==> src/rtl/rrdr_pkg.sv <==
// ----------------------------------------------------------------------------
// rrdr_pkg: shared types and constants
// Item layouts, operation and verdict codes, header limits, checksum patch.
// ----------------------------------------------------------------------------
`default_nettype none
package rrdr_pkg;

    localparam int BACKENDS_DEF  = 16;
    localparam int LISTENERS_DEF = 16;
    localparam int NUM_STATS     = 4;

    localparam logic [1:0] OP_PACKET   = 2'd0;
    localparam logic [1:0] OP_WR_BACK  = 2'd1;
    localparam logic [1:0] OP_WR_LSN   = 2'd2;
    localparam logic [1:0] OP_RD_STAT  = 2'd3;

    localparam logic [1:0] VERDICT_PASS = 2'd0;
    localparam logic [1:0] VERDICT_TX   = 2'd1;
    localparam logic [1:0] VERDICT_DONE = 2'd2;

    localparam logic [1:0] STAT_PROC  = 2'd0;
    localparam logic [1:0] STAT_REDIR = 2'd1;
    localparam logic [1:0] STAT_PASS  = 2'd2;
    localparam logic [1:0] STAT_ABORT = 2'd3;

    localparam logic [15:0] ETH_TYPE_IPV4 = 16'h0800;
    localparam logic [7:0]  PROTO_TCP     = 8'd6;
    localparam logic [15:0] LEN_ETH       = 16'd14;
    localparam logic [15:0] LEN_IP        = 16'd34;
    localparam logic [15:0] LEN_TCP       = 16'd54;

    typedef struct packed {
        logic [1:0]  operation;
        logic [15:0] frame_length;
        logic [15:0] ether_type;
        logic [7:0]  ip_protocol;
        logic [15:0] tcp_dest_port;
        logic [31:0] ip_dest_addr;
        logic [15:0] ip_checksum;
        logic [7:0]  table_index;
        logic [31:0] table_value;
        logic        entry_valid;
    } in_item_t;

    typedef struct packed {
        logic [1:0]  verdict;
        logic [31:0] new_dest_addr;
        logic [15:0] new_checksum;
        logic [3:0]  backend_slot;
        logic [63:0] stat_value;
    } out_item_t;

    // One's-complement update of the header sum for a new destination
    function automatic logic [15:0] patch_checksum(input logic [15:0] old_sum,
                                                   input logic [31:0] old_addr,
                                                   input logic [31:0] new_addr);
        logic [18:0] acc;
        logic [16:0] f1;
        logic [15:0] f2;
        acc = {3'b000, ~old_sum} + {3'b000, ~old_addr[15:0]} + {3'b000, ~old_addr[31:16]}
            + 19'(new_addr[15:0]) + 19'(new_addr[31:16]);
        f1  = 17'(acc[15:0]) + 17'(acc[18:16]);
        f2  = f1[15:0] + 16'(f1[16]);
        return ~f2;
    endfunction

endpackage
`default_nettype wire

==> src/rtl/rrdr_if.sv <==
// ----------------------------------------------------------------------------
// rrdr_if: item channels
// Valid/ready channels for request and response items.
// ----------------------------------------------------------------------------
`default_nettype none
interface rrdr_req_if import rrdr_pkg::*; ();
    logic     valid;
    logic     ready;
    in_item_t item;
    modport source (output valid, output item, input ready);
    modport sink   (input valid, input item, output ready);
endinterface

interface rrdr_rsp_if import rrdr_pkg::*; ();
    logic      valid;
    logic      ready;
    out_item_t item;
    modport source (output valid, output item, input ready);
    modport sink   (input valid, input item, output ready);
endinterface
`default_nettype wire

==> src/rtl/tcp_round_robin_dest_rewriter_top.sv <==
// ----------------------------------------------------------------------------
// tcp_round_robin_dest_rewriter_top: round-robin TCP destination rewriter
// Backend table in RAM, listener match, checksum patch and counters.
// ----------------------------------------------------------------------------
// Pipeline: request registered in stage 1, response in the output register;
// a stalled response holds stage 1. Throughput: one item per cycle unless
// the response stalls; the backend RAM reads the current and next slot each
// cycle so a packet right behind a rewrite sees the advanced slot.
// Reset: listener table, backend valid bits, slot pointer and counters clear at once; no clearing pass.
`default_nettype none
module tcp_round_robin_dest_rewriter_top import rrdr_pkg::*; #(
    parameter int BACKENDS  = BACKENDS_DEF,
    parameter int LISTENERS = LISTENERS_DEF
) (
    input wire logic    clk,
    input wire logic    rst_n,
    rrdr_req_if.sink    req,
    rrdr_rsp_if.source  rsp
);
    localparam int BAW = $clog2(BACKENDS);

    logic            s1_valid_reg, s1_valid_next;
    in_item_t        s1_item_reg;
    logic            adv_reg, adv_next;
    logic [BAW-1:0]  ptr_reg, ptr_next, ptr_inc;
    logic [BACKENDS-1:0] bvalid_reg;
    logic [63:0]     stat_reg [NUM_STATS];
    logic            out_valid_reg;
    out_item_t       out_item_reg, out_item_next;

    logic            accept, s1_fire;
    logic            be_we, ls_we, hit;
    logic [31:0]     rd0, rd1, target;
    logic [NUM_STATS-1:0] inc;

    assign accept  = req.valid && req.ready;
    assign s1_fire = s1_valid_reg && (!out_valid_reg || rsp.ready);
    assign req.ready = !s1_valid_reg || s1_fire;
    assign ptr_inc = (ptr_reg == BAW'(BACKENDS - 1)) ? '0 : ptr_reg + 1'b1;

    assign be_we = accept && req.item.operation == OP_WR_BACK
                 && 9'(req.item.table_index) < 9'(BACKENDS);
    assign ls_we = accept && req.item.operation == OP_WR_LSN
                 && 9'(req.item.table_index) < 9'(LISTENERS);

    rrdr_ram #(.WIDTH(32), .DEPTH(BACKENDS)) u_backend (
        .clk    (clk),
        .we     (be_we),
        .waddr  (req.item.table_index[BAW-1:0]),
        .wdata  (req.item.table_value),
        .raddr0 (ptr_reg),
        .raddr1 (ptr_inc),
        .rdata0 (rd0),
        .rdata1 (rd1)
    );

    rrdr_listen #(.LISTENERS(LISTENERS)) u_listen (
        .clk   (clk),
        .rst_n (rst_n),
        .we    (ls_we),
        .widx  (req.item.table_index),
        .wport (req.item.table_value[15:0]),
        .wen   (req.item.entry_valid),
        .port  (s1_item_reg.tcp_dest_port),
        .hit   (hit)
    );

    // RAM data was read at last cycle's pointer; take the next slot if it moved
    always_comb
    begin
        target = adv_reg ? rd1 : rd0;
        if (!bvalid_reg[ptr_reg])
        begin
            target = '0;
        end
    end

    always_comb
    begin
        out_item_next.verdict       = VERDICT_DONE;
        out_item_next.new_dest_addr = s1_item_reg.ip_dest_addr;
        out_item_next.new_checksum  = s1_item_reg.ip_checksum;
        out_item_next.backend_slot  = '0;
        out_item_next.stat_value    = '0;
        inc      = '0;
        ptr_next = ptr_reg;
        case (s1_item_reg.operation)
            OP_PACKET:
            begin
                out_item_next.verdict = VERDICT_PASS;
                inc[STAT_PROC] = 1'b1;
                if (s1_item_reg.frame_length < LEN_ETH)
                begin
                end
                else if (s1_item_reg.ether_type != ETH_TYPE_IPV4)
                begin
                    inc[STAT_PASS] = 1'b1;
                end
                else if (s1_item_reg.frame_length < LEN_IP)
                begin
                end
                else if (s1_item_reg.ip_protocol != PROTO_TCP)
                begin
                    inc[STAT_PASS] = 1'b1;
                end
                else if (s1_item_reg.frame_length < LEN_TCP)
                begin
                end
                else if (!hit)
                begin
                    inc[STAT_PASS] = 1'b1;
                end
                else
                begin
                    out_item_next.backend_slot = 4'(ptr_reg);
                    if (target == '0)
                    begin
                        inc[STAT_ABORT] = 1'b1;
                    end
                    else
                    begin
                        out_item_next.verdict       = VERDICT_TX;
                        out_item_next.new_dest_addr = target;
                        out_item_next.new_checksum  = patch_checksum(
                            s1_item_reg.ip_checksum, s1_item_reg.ip_dest_addr, target);
                        inc[STAT_REDIR] = 1'b1;
                        ptr_next = ptr_inc;
                    end
                end
            end
            OP_RD_STAT:
            begin
                if (s1_item_reg.table_index < 8'(NUM_STATS))
                begin
                    out_item_next.stat_value = stat_reg[s1_item_reg.table_index[1:0]];
                end
            end
            default:
            begin
            end
        endcase
    end

    assign s1_valid_next = accept || (s1_valid_reg && !s1_fire);
    assign adv_next      = s1_fire && (ptr_next != ptr_reg);

    always_ff @(posedge clk or negedge rst_n)
    begin
        if (!rst_n)
        begin
            s1_valid_reg  <= 1'b0;
            out_valid_reg <= 1'b0;
            adv_reg       <= 1'b0;
            ptr_reg       <= '0;
            bvalid_reg    <= '0;
            for (int i = 0; i < NUM_STATS; i++)
            begin
                stat_reg[i] <= '0;
            end
        end
        else
        begin
            s1_valid_reg <= s1_valid_next;
            adv_reg      <= adv_next;
            if (be_we)
            begin
                bvalid_reg[req.item.table_index[BAW-1:0]] <= 1'b1;
            end
            if (s1_fire)
            begin
                ptr_reg <= ptr_next;
                for (int i = 0; i < NUM_STATS; i++)
                begin
                    if (inc[i])
                    begin
                        stat_reg[i] <= stat_reg[i] + 64'd1;
                    end
                end
            end
            if (s1_fire)
            begin
                out_valid_reg <= 1'b1;
            end
            else if (rsp.ready)
            begin
                out_valid_reg <= 1'b0;
            end
        end
    end

    always_ff @(posedge clk)
    begin
        if (accept)
        begin
            s1_item_reg <= req.item;
        end
        if (s1_fire)
        begin
            out_item_reg <= out_item_next;
        end
    end

    assign rsp.valid = out_valid_reg;
    assign rsp.item  = out_item_reg;
endmodule
`default_nettype wire

==> src/rtl/rrdr_ram.sv <==
// ----------------------------------------------------------------------------
// rrdr_ram: generic RAM
// One write port, two registered read ports.
// ----------------------------------------------------------------------------
`default_nettype none
module rrdr_ram #(
    parameter int WIDTH = 32,
    parameter int DEPTH = 16,
    localparam int AW = (DEPTH > 1) ? $clog2(DEPTH) : 1
) (
    input  wire logic             clk,
    input  wire logic             we,
    input  wire logic [AW-1:0]    waddr,
    input  wire logic [WIDTH-1:0] wdata,
    input  wire logic [AW-1:0]    raddr0,
    input  wire logic [AW-1:0]    raddr1,
    output logic      [WIDTH-1:0] rdata0,
    output logic      [WIDTH-1:0] rdata1
);
    logic [WIDTH-1:0] mem [DEPTH];

    always_ff @(posedge clk)
    begin
        if (we)
        begin
            mem[waddr] <= wdata;
        end
        rdata0 <= mem[raddr0];
        rdata1 <= mem[raddr1];
    end
endmodule
`default_nettype wire

==> src/rtl/rrdr_listen.sv <==
// ----------------------------------------------------------------------------
// rrdr_listen: listener port table
// Entries with enable bits and a parallel port match.
// ----------------------------------------------------------------------------
`default_nettype none
module rrdr_listen import rrdr_pkg::*; #(
    parameter int LISTENERS = LISTENERS_DEF
) (
    input  wire logic        clk,
    input  wire logic        rst_n,
    input  wire logic        we,
    input  wire logic [7:0]  widx,
    input  wire logic [15:0] wport,
    input  wire logic        wen,
    input  wire logic [15:0] port,
    output logic             hit
);
    logic [15:0] port_reg  [LISTENERS];
    logic        valid_reg [LISTENERS];

    always_ff @(posedge clk or negedge rst_n)
    begin
        if (!rst_n)
        begin
            for (int i = 0; i < LISTENERS; i++)
            begin
                port_reg[i]  <= '0;
                valid_reg[i] <= 1'b0;
            end
        end
        else if (we)
        begin
            for (int i = 0; i < LISTENERS; i++)
            begin
                if (widx == 8'(i))
                begin
                    port_reg[i]  <= wport;
                    valid_reg[i] <= wen;
                end
            end
        end
    end

    always_comb
    begin
        hit = 1'b0;
        for (int i = 0; i < LISTENERS; i++)
        begin
            hit = hit | (valid_reg[i] && port_reg[i] == port);
        end
    end
endmodule
`default_nettype wire

==> src/flat_wrapper.sv <==
// flat-port wrapper written by rule: the top's interface ports become plain ports
module tcp_round_robin_dest_rewriter_top_flat import rrdr_pkg::*;
#(
    parameter int BACKENDS  = BACKENDS_DEF,
    parameter int LISTENERS = LISTENERS_DEF
)
  (clk, rst_n, req_valid, req_item, req_ready, rsp_valid, rsp_item, rsp_ready);
  rrdr_req_if req_i ();
  rrdr_rsp_if rsp_i ();
  input wire logic clk;
  input wire logic rst_n;
  input wire logic [$bits(req_i.valid)-1:0] req_valid;
  input wire logic [$bits(req_i.item)-1:0] req_item;
  output wire logic [$bits(req_i.ready)-1:0] req_ready;
  output wire logic [$bits(rsp_i.valid)-1:0] rsp_valid;
  output wire logic [$bits(rsp_i.item)-1:0] rsp_item;
  input wire logic [$bits(rsp_i.ready)-1:0] rsp_ready;
  assign req_i.valid = req_valid;
  assign req_i.item = req_item;
  assign req_ready = req_i.ready;
  assign rsp_valid = rsp_i.valid;
  assign rsp_item = rsp_i.item;
  assign rsp_i.ready = rsp_ready;
  tcp_round_robin_dest_rewriter_top #(.BACKENDS(BACKENDS), .LISTENERS(LISTENERS)) u_core (.clk(clk), .rst_n(rst_n), .req(req_i), .rsp(rsp_i));
endmodule
==> config.mk <==
export PLATFORM = sky130hd
export DESIGN_NAME = tcp_round_robin_dest_rewriter_top_flat
export DESIGN_NICKNAME = d
export VERILOG_FILES = /design/src/rtl/rrdr_pkg.sv /design/src/rtl/rrdr_if.sv /design/src/rtl/tcp_round_robin_dest_rewriter_top.sv /design/src/rtl/rrdr_ram.sv /design/src/rtl/rrdr_listen.sv /design/src/flat_wrapper.sv
export SDC_FILE = /design/constraint.sdc
export NUM_CORES = 2
export LEC_CHECK = 0
export BUFFER_PORTS_ARGS = -buffer_cell sky130_fd_sc_hd__buf_2
export CAP_MARGIN = 20
export CORE_ASPECT_RATIO = 1.5
export CORE_UTILIZATION = 60
export CTS_CLUSTER_SIZE = 20
export DETAILED_ROUTE_END_ITERATION = 10
export PLACE_DENSITY = 0.85
export SKIP_LAST_GASP = 1
export SYNTH_ARGS = -nofsm -noshare
export SYNTH_HDL_FRONTEND = slang
export SYNTH_SLANG_ARGS = --single-unit
==> constraint.sdc <==
create_clock -name clk -period 18.6 [get_ports clk]
set_clock_uncertainty 0.1 [all_clocks]
set_input_delay 0.93 -clock clk [delete_from_list [all_inputs] [get_ports clk]]
set_output_delay 0.93 -clock clk [all_outputs]
set_load 0.05 [all_outputs]
After elaboration in Yosys (flattened, before gate mapping)
Memories as Yosys holds them, arrays and structs flattened. A register that Yosys moved wholly into a read port is not among the register bits.
Cells that the tools add are included.
{"block": "op_classes", "n_addsub": 11, "multipliers": 0, "div": 0, "n_lt_le_gt_ge": 9, "eq_ne": 38, "n_shift": 0, "muxes": 45, "bitwise_logic": 23, "reduce_logical": 57}
{"operator": "$mux W54", "n": 6}
{"operator": "$add A64 B1 Y64 const B", "n": 4}
{"operator": "$eq A16 B16 Y1", "n": 16}
{"operator": "$bmux W64 S2", "n": 1}
{"operator": "$mux W64", "n": 2}
{"operator": "$eq A8 B4 Y1 const B", "n": 8}
{"operator": "$mux W32", "n": 2}
{"operator": "$not A16 Y16", "n": 4}
{"operator": "$add A19 B16 Y19", "n": 3}
{"operator": "$mux W52", "n": 1}
{"operator": "$mux W49", "n": 1}
{"operator": "$reduce_and A2 Y1", "n": 21}
{"operator": "$mux W4", "n": 10}
{"operator": "$eq A8 B3 Y1 const B", "n": 4}
{"operator": "$logic_not A32 Y1", "n": 1}
{"operator": "$lt A16 B6 Y1 const B", "n": 2}
{"operator": "$logic_and A1 B1 Y1", "n": 25}
{"operator": "$add A16 B16 Y17", "n": 1}
{"operator": "$add A16 B3 Y17", "n": 1}
{"operator": "$mux W1", "n": 17}
{"operator": "$add A16 B1 Y16", "n": 1}
{"operator": "$eq A8 B2 Y1 const B", "n": 2}
{"operator": "$lt A16 B4 Y1 const B", "n": 1}
{"operator": "$ne A16 B12 Y1 const B", "n": 1}
{"operator": "other kinds (25)", "n": 48}
{"block": "word_totals", "register_bits": 783, "latchBits": 0, "ramBits": 512, "mem_bits_ro": 0, "in_bits": 151, "out_inout_bits": 120, "mem_count": 1}
{"memory": "u_core.u_backend.mem", "depth": 16, "width": 32, "rd": 2, "rd_clocked_by_memory_dff": 2, "write_ports": 1, "line_no": "rrdr_ram.sv:20", "text": "logic [WIDTH-1:0] mem [DEPTH];"}

Logic depth before layout (Yosys ltp)
{"block": "logic_depth", "depth_word": 26, "mapped_depth": 42, "depth_no_buf": 42}

By module
A second synthesis with hierarchy kept.
{"block": "hier_totals", "hier_cells": 4123, "area_unflattened_um2": 62603.8}
{"mod": "tcp_round_robin_dest_rewriter_top", "n_inst": 1, "cells_per_inst": 1981, "area_each_um2": 24953.9, "seq_area_each_um2": 13918.3}
{"mod": "rrdr_ram", "n_inst": 1, "cells_per_inst": 1141, "area_each_um2": 24185.7, "seq_area_each_um2": 16656.0}
{"mod": "rrdr_listen", "n_inst": 1, "cells_per_inst": 1001, "area_each_um2": 13464.2, "seq_area_each_um2": 6806.5}

Least setup slack after synthesis
Ideal clock, no wire load.
{"block": "synth_path", "kind": "flip-flop to flip-flop", "from": "register u_core.ptr_reg[0]", "to": "register u_core.out_item_reg, in the netlist u_core.rsp.item[81], data pin", "t_arrival_ns": 8.767, "required_ns": 18.233, "setup_slack_ns": 9.467, "path_stages_with_launch": 36, "n_path_buf": 2, "period_less_slack_ns": 9.133, "path_cell_list": "dfrtp_1 buf_2 mux4_2 mux4_2 inv_2 clkbuf_1 nor2_1 fa_1 fa_1 ha_1 fa_1 a211oi_2 o21ai_0 a41oi_1 o211a_1 nand2b_1 a21oi_1 o21ai_0 a21oi_1 xnor2_1 fa_1 a21o_1 o211ai_1 nor4_2 nand2_1 nor4_1 nor3b_1 ha_1 nand3_1 nor3_1 nand3_1 or3_1 or3_1 nor3_1 xor2_1 o21ai_0"}
{"element": "start, declared", "line_no": "tcp_round_robin_dest_rewriter_top.sv:25", "text": "logic [BAW-1:0] ptr_reg, ptr_next, ptr_inc;"}
{"element": "start signal, assigned", "line_no": "tcp_round_robin_dest_rewriter_top.sv:171", "text": "ptr_reg <= ptr_next;"}
{"element": "end signal, assigned", "line_no": "tcp_round_robin_dest_rewriter_top.sv:199", "text": "out_item_reg <= out_item_next;"}
{"element": "end, declared", "line_no": "tcp_round_robin_dest_rewriter_top.sv:29", "text": "out_item_t out_item_reg, out_item_next;"}

==> flow_summary.ini <==
[clock_network]
cts_buffer_depth = 3
cts_buffers = 120
cts_tree = yes
clkLatencyLatePin_ps = 760
h-tree-depth = 3
cts_resized = 0
cts.reportedPaths.clkPinSlew_ps = 70
post_cts_buffers = 0
cts_sinks = 1358
cts_root_buffer = clkbuf_16
hold_buffers = 0

[pwr]
internal_power_mw = 4.883
seqPwrFrac = 0.501
clockPowerShare = 0.401
p_comb_frac = 0.098
peakVddDrop_mv = 0.09626
p_leak_nw = 27.64
p_per_area_mw_per_mm2 = 91.31
p_switching_mw = 1.638
p_sw_frac = 0.2511

[sta]
setup_tns_ps = 0
hold_ws_ps = 231.8
maxSlewHeadroom = 0.2243
fin_crit_sh = 0.6204
period_needed_ps = 11540
hold_viol = 0
final-setup-viol-count = 0
final_max_slew_viol_count = 0
max_slew.worst_pin.slew_ps = 1164
rsz0062_at_grt = no
fmax_ghz = 0.08666

[yosys]
synth_compound_area_frac = 0.01467
synth_edf_count = 743
synthMuxAreaShare = 0.1928
async_flop_share = 0.4057
synthFlopType = edfxtp_1
ys_ff_latch = 1358
yosys.area_share.simple = 0.09310
synth_xor_area_frac = 0.07782
yosys_warnings = 0
synth_adder_area_share = 0.01917
synth_top_family_by_area = multiplexers
synth.net_count = 4524
netlist_area_mm2 = 0.06422
syn_inst = 4295
ys_types = 77
post_synth.cell_area_avg_um2 = 14.95
synth-seq-area-share = 0.5821

[final_layout]
final_common_cell = edfxtp_1
most-common-layout-cells = edfxtp_1, dfrtp_1, mux4_2, xnor2_1, mux2_2
final_nets = 4791
multi_input_area_mm2 = 0.02573
syn_to_final_growth_pct = 11.21
drive_gt1_frac = 0.2816
fill_cells = 6753
largest_reg_flops = 512
ff_latch_area_mm2 = 0.03739

[floorplanning]
start_util = 0.6071
die_width_um = 269.1
core-area_mm2 = 0.1058
dieArea_mm2 = 0.1084
io_pins = 271
fp.dieH_um = 402.7
num_rows = 146

[route]
wirelength_um = 174600
vias_per_cell = 6.699
wl_per_cell_um = 28.71
ant_nets = 0
first_pass_iters = 5
drc = 0
drt_first_iter_violations = 4636
dr_total_vias = 40751

[critical_path]
critical_path_arrival_ps = 11900
crit_type = reg -> reg
max_stage_delay_ps = 1070
crit_slowest_cell = dfrtp_4
critPathTopFamily = simple AND/OR/NAND/NOR gates
crit_path_start_kind = flop
crit_required_ps = 18960
worstPathMaxFanout = 64
path_buf_inv = 1
crit_top_cell = fa_1
crit_path_end_kind = flop

[place]
hpwl_um = 103800
portBuffers = 269
place.gp.congestion = 0.8771

[global_routing]
grt_pass1_vias = 41931
track_usage = 0.3151
grt_pass1_wl_um = 254400
antenna_found_initial = 11
grt_max_degree = 137
grt.overflow.total = 0

[hold_path]
hold_class = in -> async

[flow_run]
drv_cap = 0

[status]
outcome = completed
## power by group through the flow
stage	registers [mW]	clock network [mW]	logic, mW
3_5_place_dp	3.33	0	0.629
2_1_floorplan	3.38	0	0.381
6_report	3.27	2.61	0.641
4_1_cts	3.27	2.62	0.634
5_1_grt	3.27	2.73	0.692
3_3_place_gp	3.33	0	0.610
## routing by layer
| metal | vias to the layer above | track usage | part of all wire | wire length, um |
|---|---|---|---|---|
| met5 | - | 0 | 0.00048 | 83 |
| met4 | 12 | 0.2052 | 0.076 | 13340 |
| met3 | 750 | 0.05644 | 0.086 | 14980 |
| met2 | 2670 | 0.5378 | 0.50 | 87890 |
| met1 | 20553 | 0.3670 | 0.33 | 58350 |
| li1 | 16766 | - | - | - |
## layout make-up
type                       count  share of cell area
antenna                        8           0.0002803
inverter                     109            0.005764
sequential                  1358              0.5236
timing repair buffer         349             0.02796
clock buffer                 144             0.04415
multi-input combinational   2624              0.3604
tap                         1406             0.02463
clock inverter                85             0.01326
## logic make-up after synthesis
family,Yosys count
AO/OA/AOI/OAI,145
buffers and inverters,313
AND/OR/NAND/NOR,1120
adder cells (fa/ha/maj),78
multiplexers,712
XOR/XNOR,569
flip-flops,1358
## final timing paths
kind / slack [ps] / end / depth (start not counted) / start
worst min-delay path: 230 / u_core.stat_reg[32]$_DFFE_PN0P_ / 1 / rst_n
min in group clk: 250 / u_core.s1_item_reg[104]$_DFFE_PP_ / 1 / req_item[104]
worst min register to register: 370 / u_core.stat_reg[255]$_DFFE_PN0P_ / 1 / u_core.stat_reg[255]$_DFFE_PN0P_
worst max-delay path: 7060 / u_core.rsp.item[83]$_DFFE_PP_ / 33 / u_core.ptr_reg[1]$_DFFE_PN0P_
max in group asynchronous: 14990 / u_core.u_listen.port_reg[113]$_DFFE_PN0P_ / 4 / rst_n
worst max register to register: 7060 / u_core.rsp.item[83]$_DFFE_PP_ / 33 / u_core.ptr_reg[1]$_DFFE_PN0P_
## cells in the mapped netlist, types with 16 or more instances
cell      number  area [um2]
a21oi_1       23       115.1
and3_1        58       362.9
and4_1        17       148.9
buf_1         33       123.9
buf_2         16       80.08
buf_4         27       202.7
clkbuf_1     127       476.7
dfrtp_1      551       13790
dfxtp_1       64        1281
edfxtp_1     743       22310
fa_1          34       680.7
ha_1          44       550.5
inv_1        108       405.4
mux2_2       310        3491
mux4_2       389        8761
nand2_1      219       822.0
nand2b_1      20       125.1
nand3_1      151       755.7
nand4_1      123       769.5
nor2_1       165       619.3
nor2b_1       72       450.4
nor3_1        81       405.4
nor4_1        89       556.8
o21ai_0       48       240.2
or2_2         20       125.1
or3_1         34       212.7
or4_1         18       135.1
xnor2_1      332        2908
xor2_1       236        2067
## per-stage QoR
step / instances / util / setup WS [ps] / cell area, um2 / power, mW
final: 6083 / 0.6752 / 7060 / 71410 / 6.521
after global routing: 6079 / 0.6751 / 6377 / 71400 / 6.694
after CTS: 6073 / 0.6745 / 7100 / 71340 / 6.521
after detailed placement: 5844 / 0.6357 / 7132 / 67240 / 3.957
after global placement: 5844 / 0.6357 / 7366 / 67240 / 3.935
after floorplan: 4295 / - / 9467 / 64220 / 3.764
(Power assumes the default switching activity.)
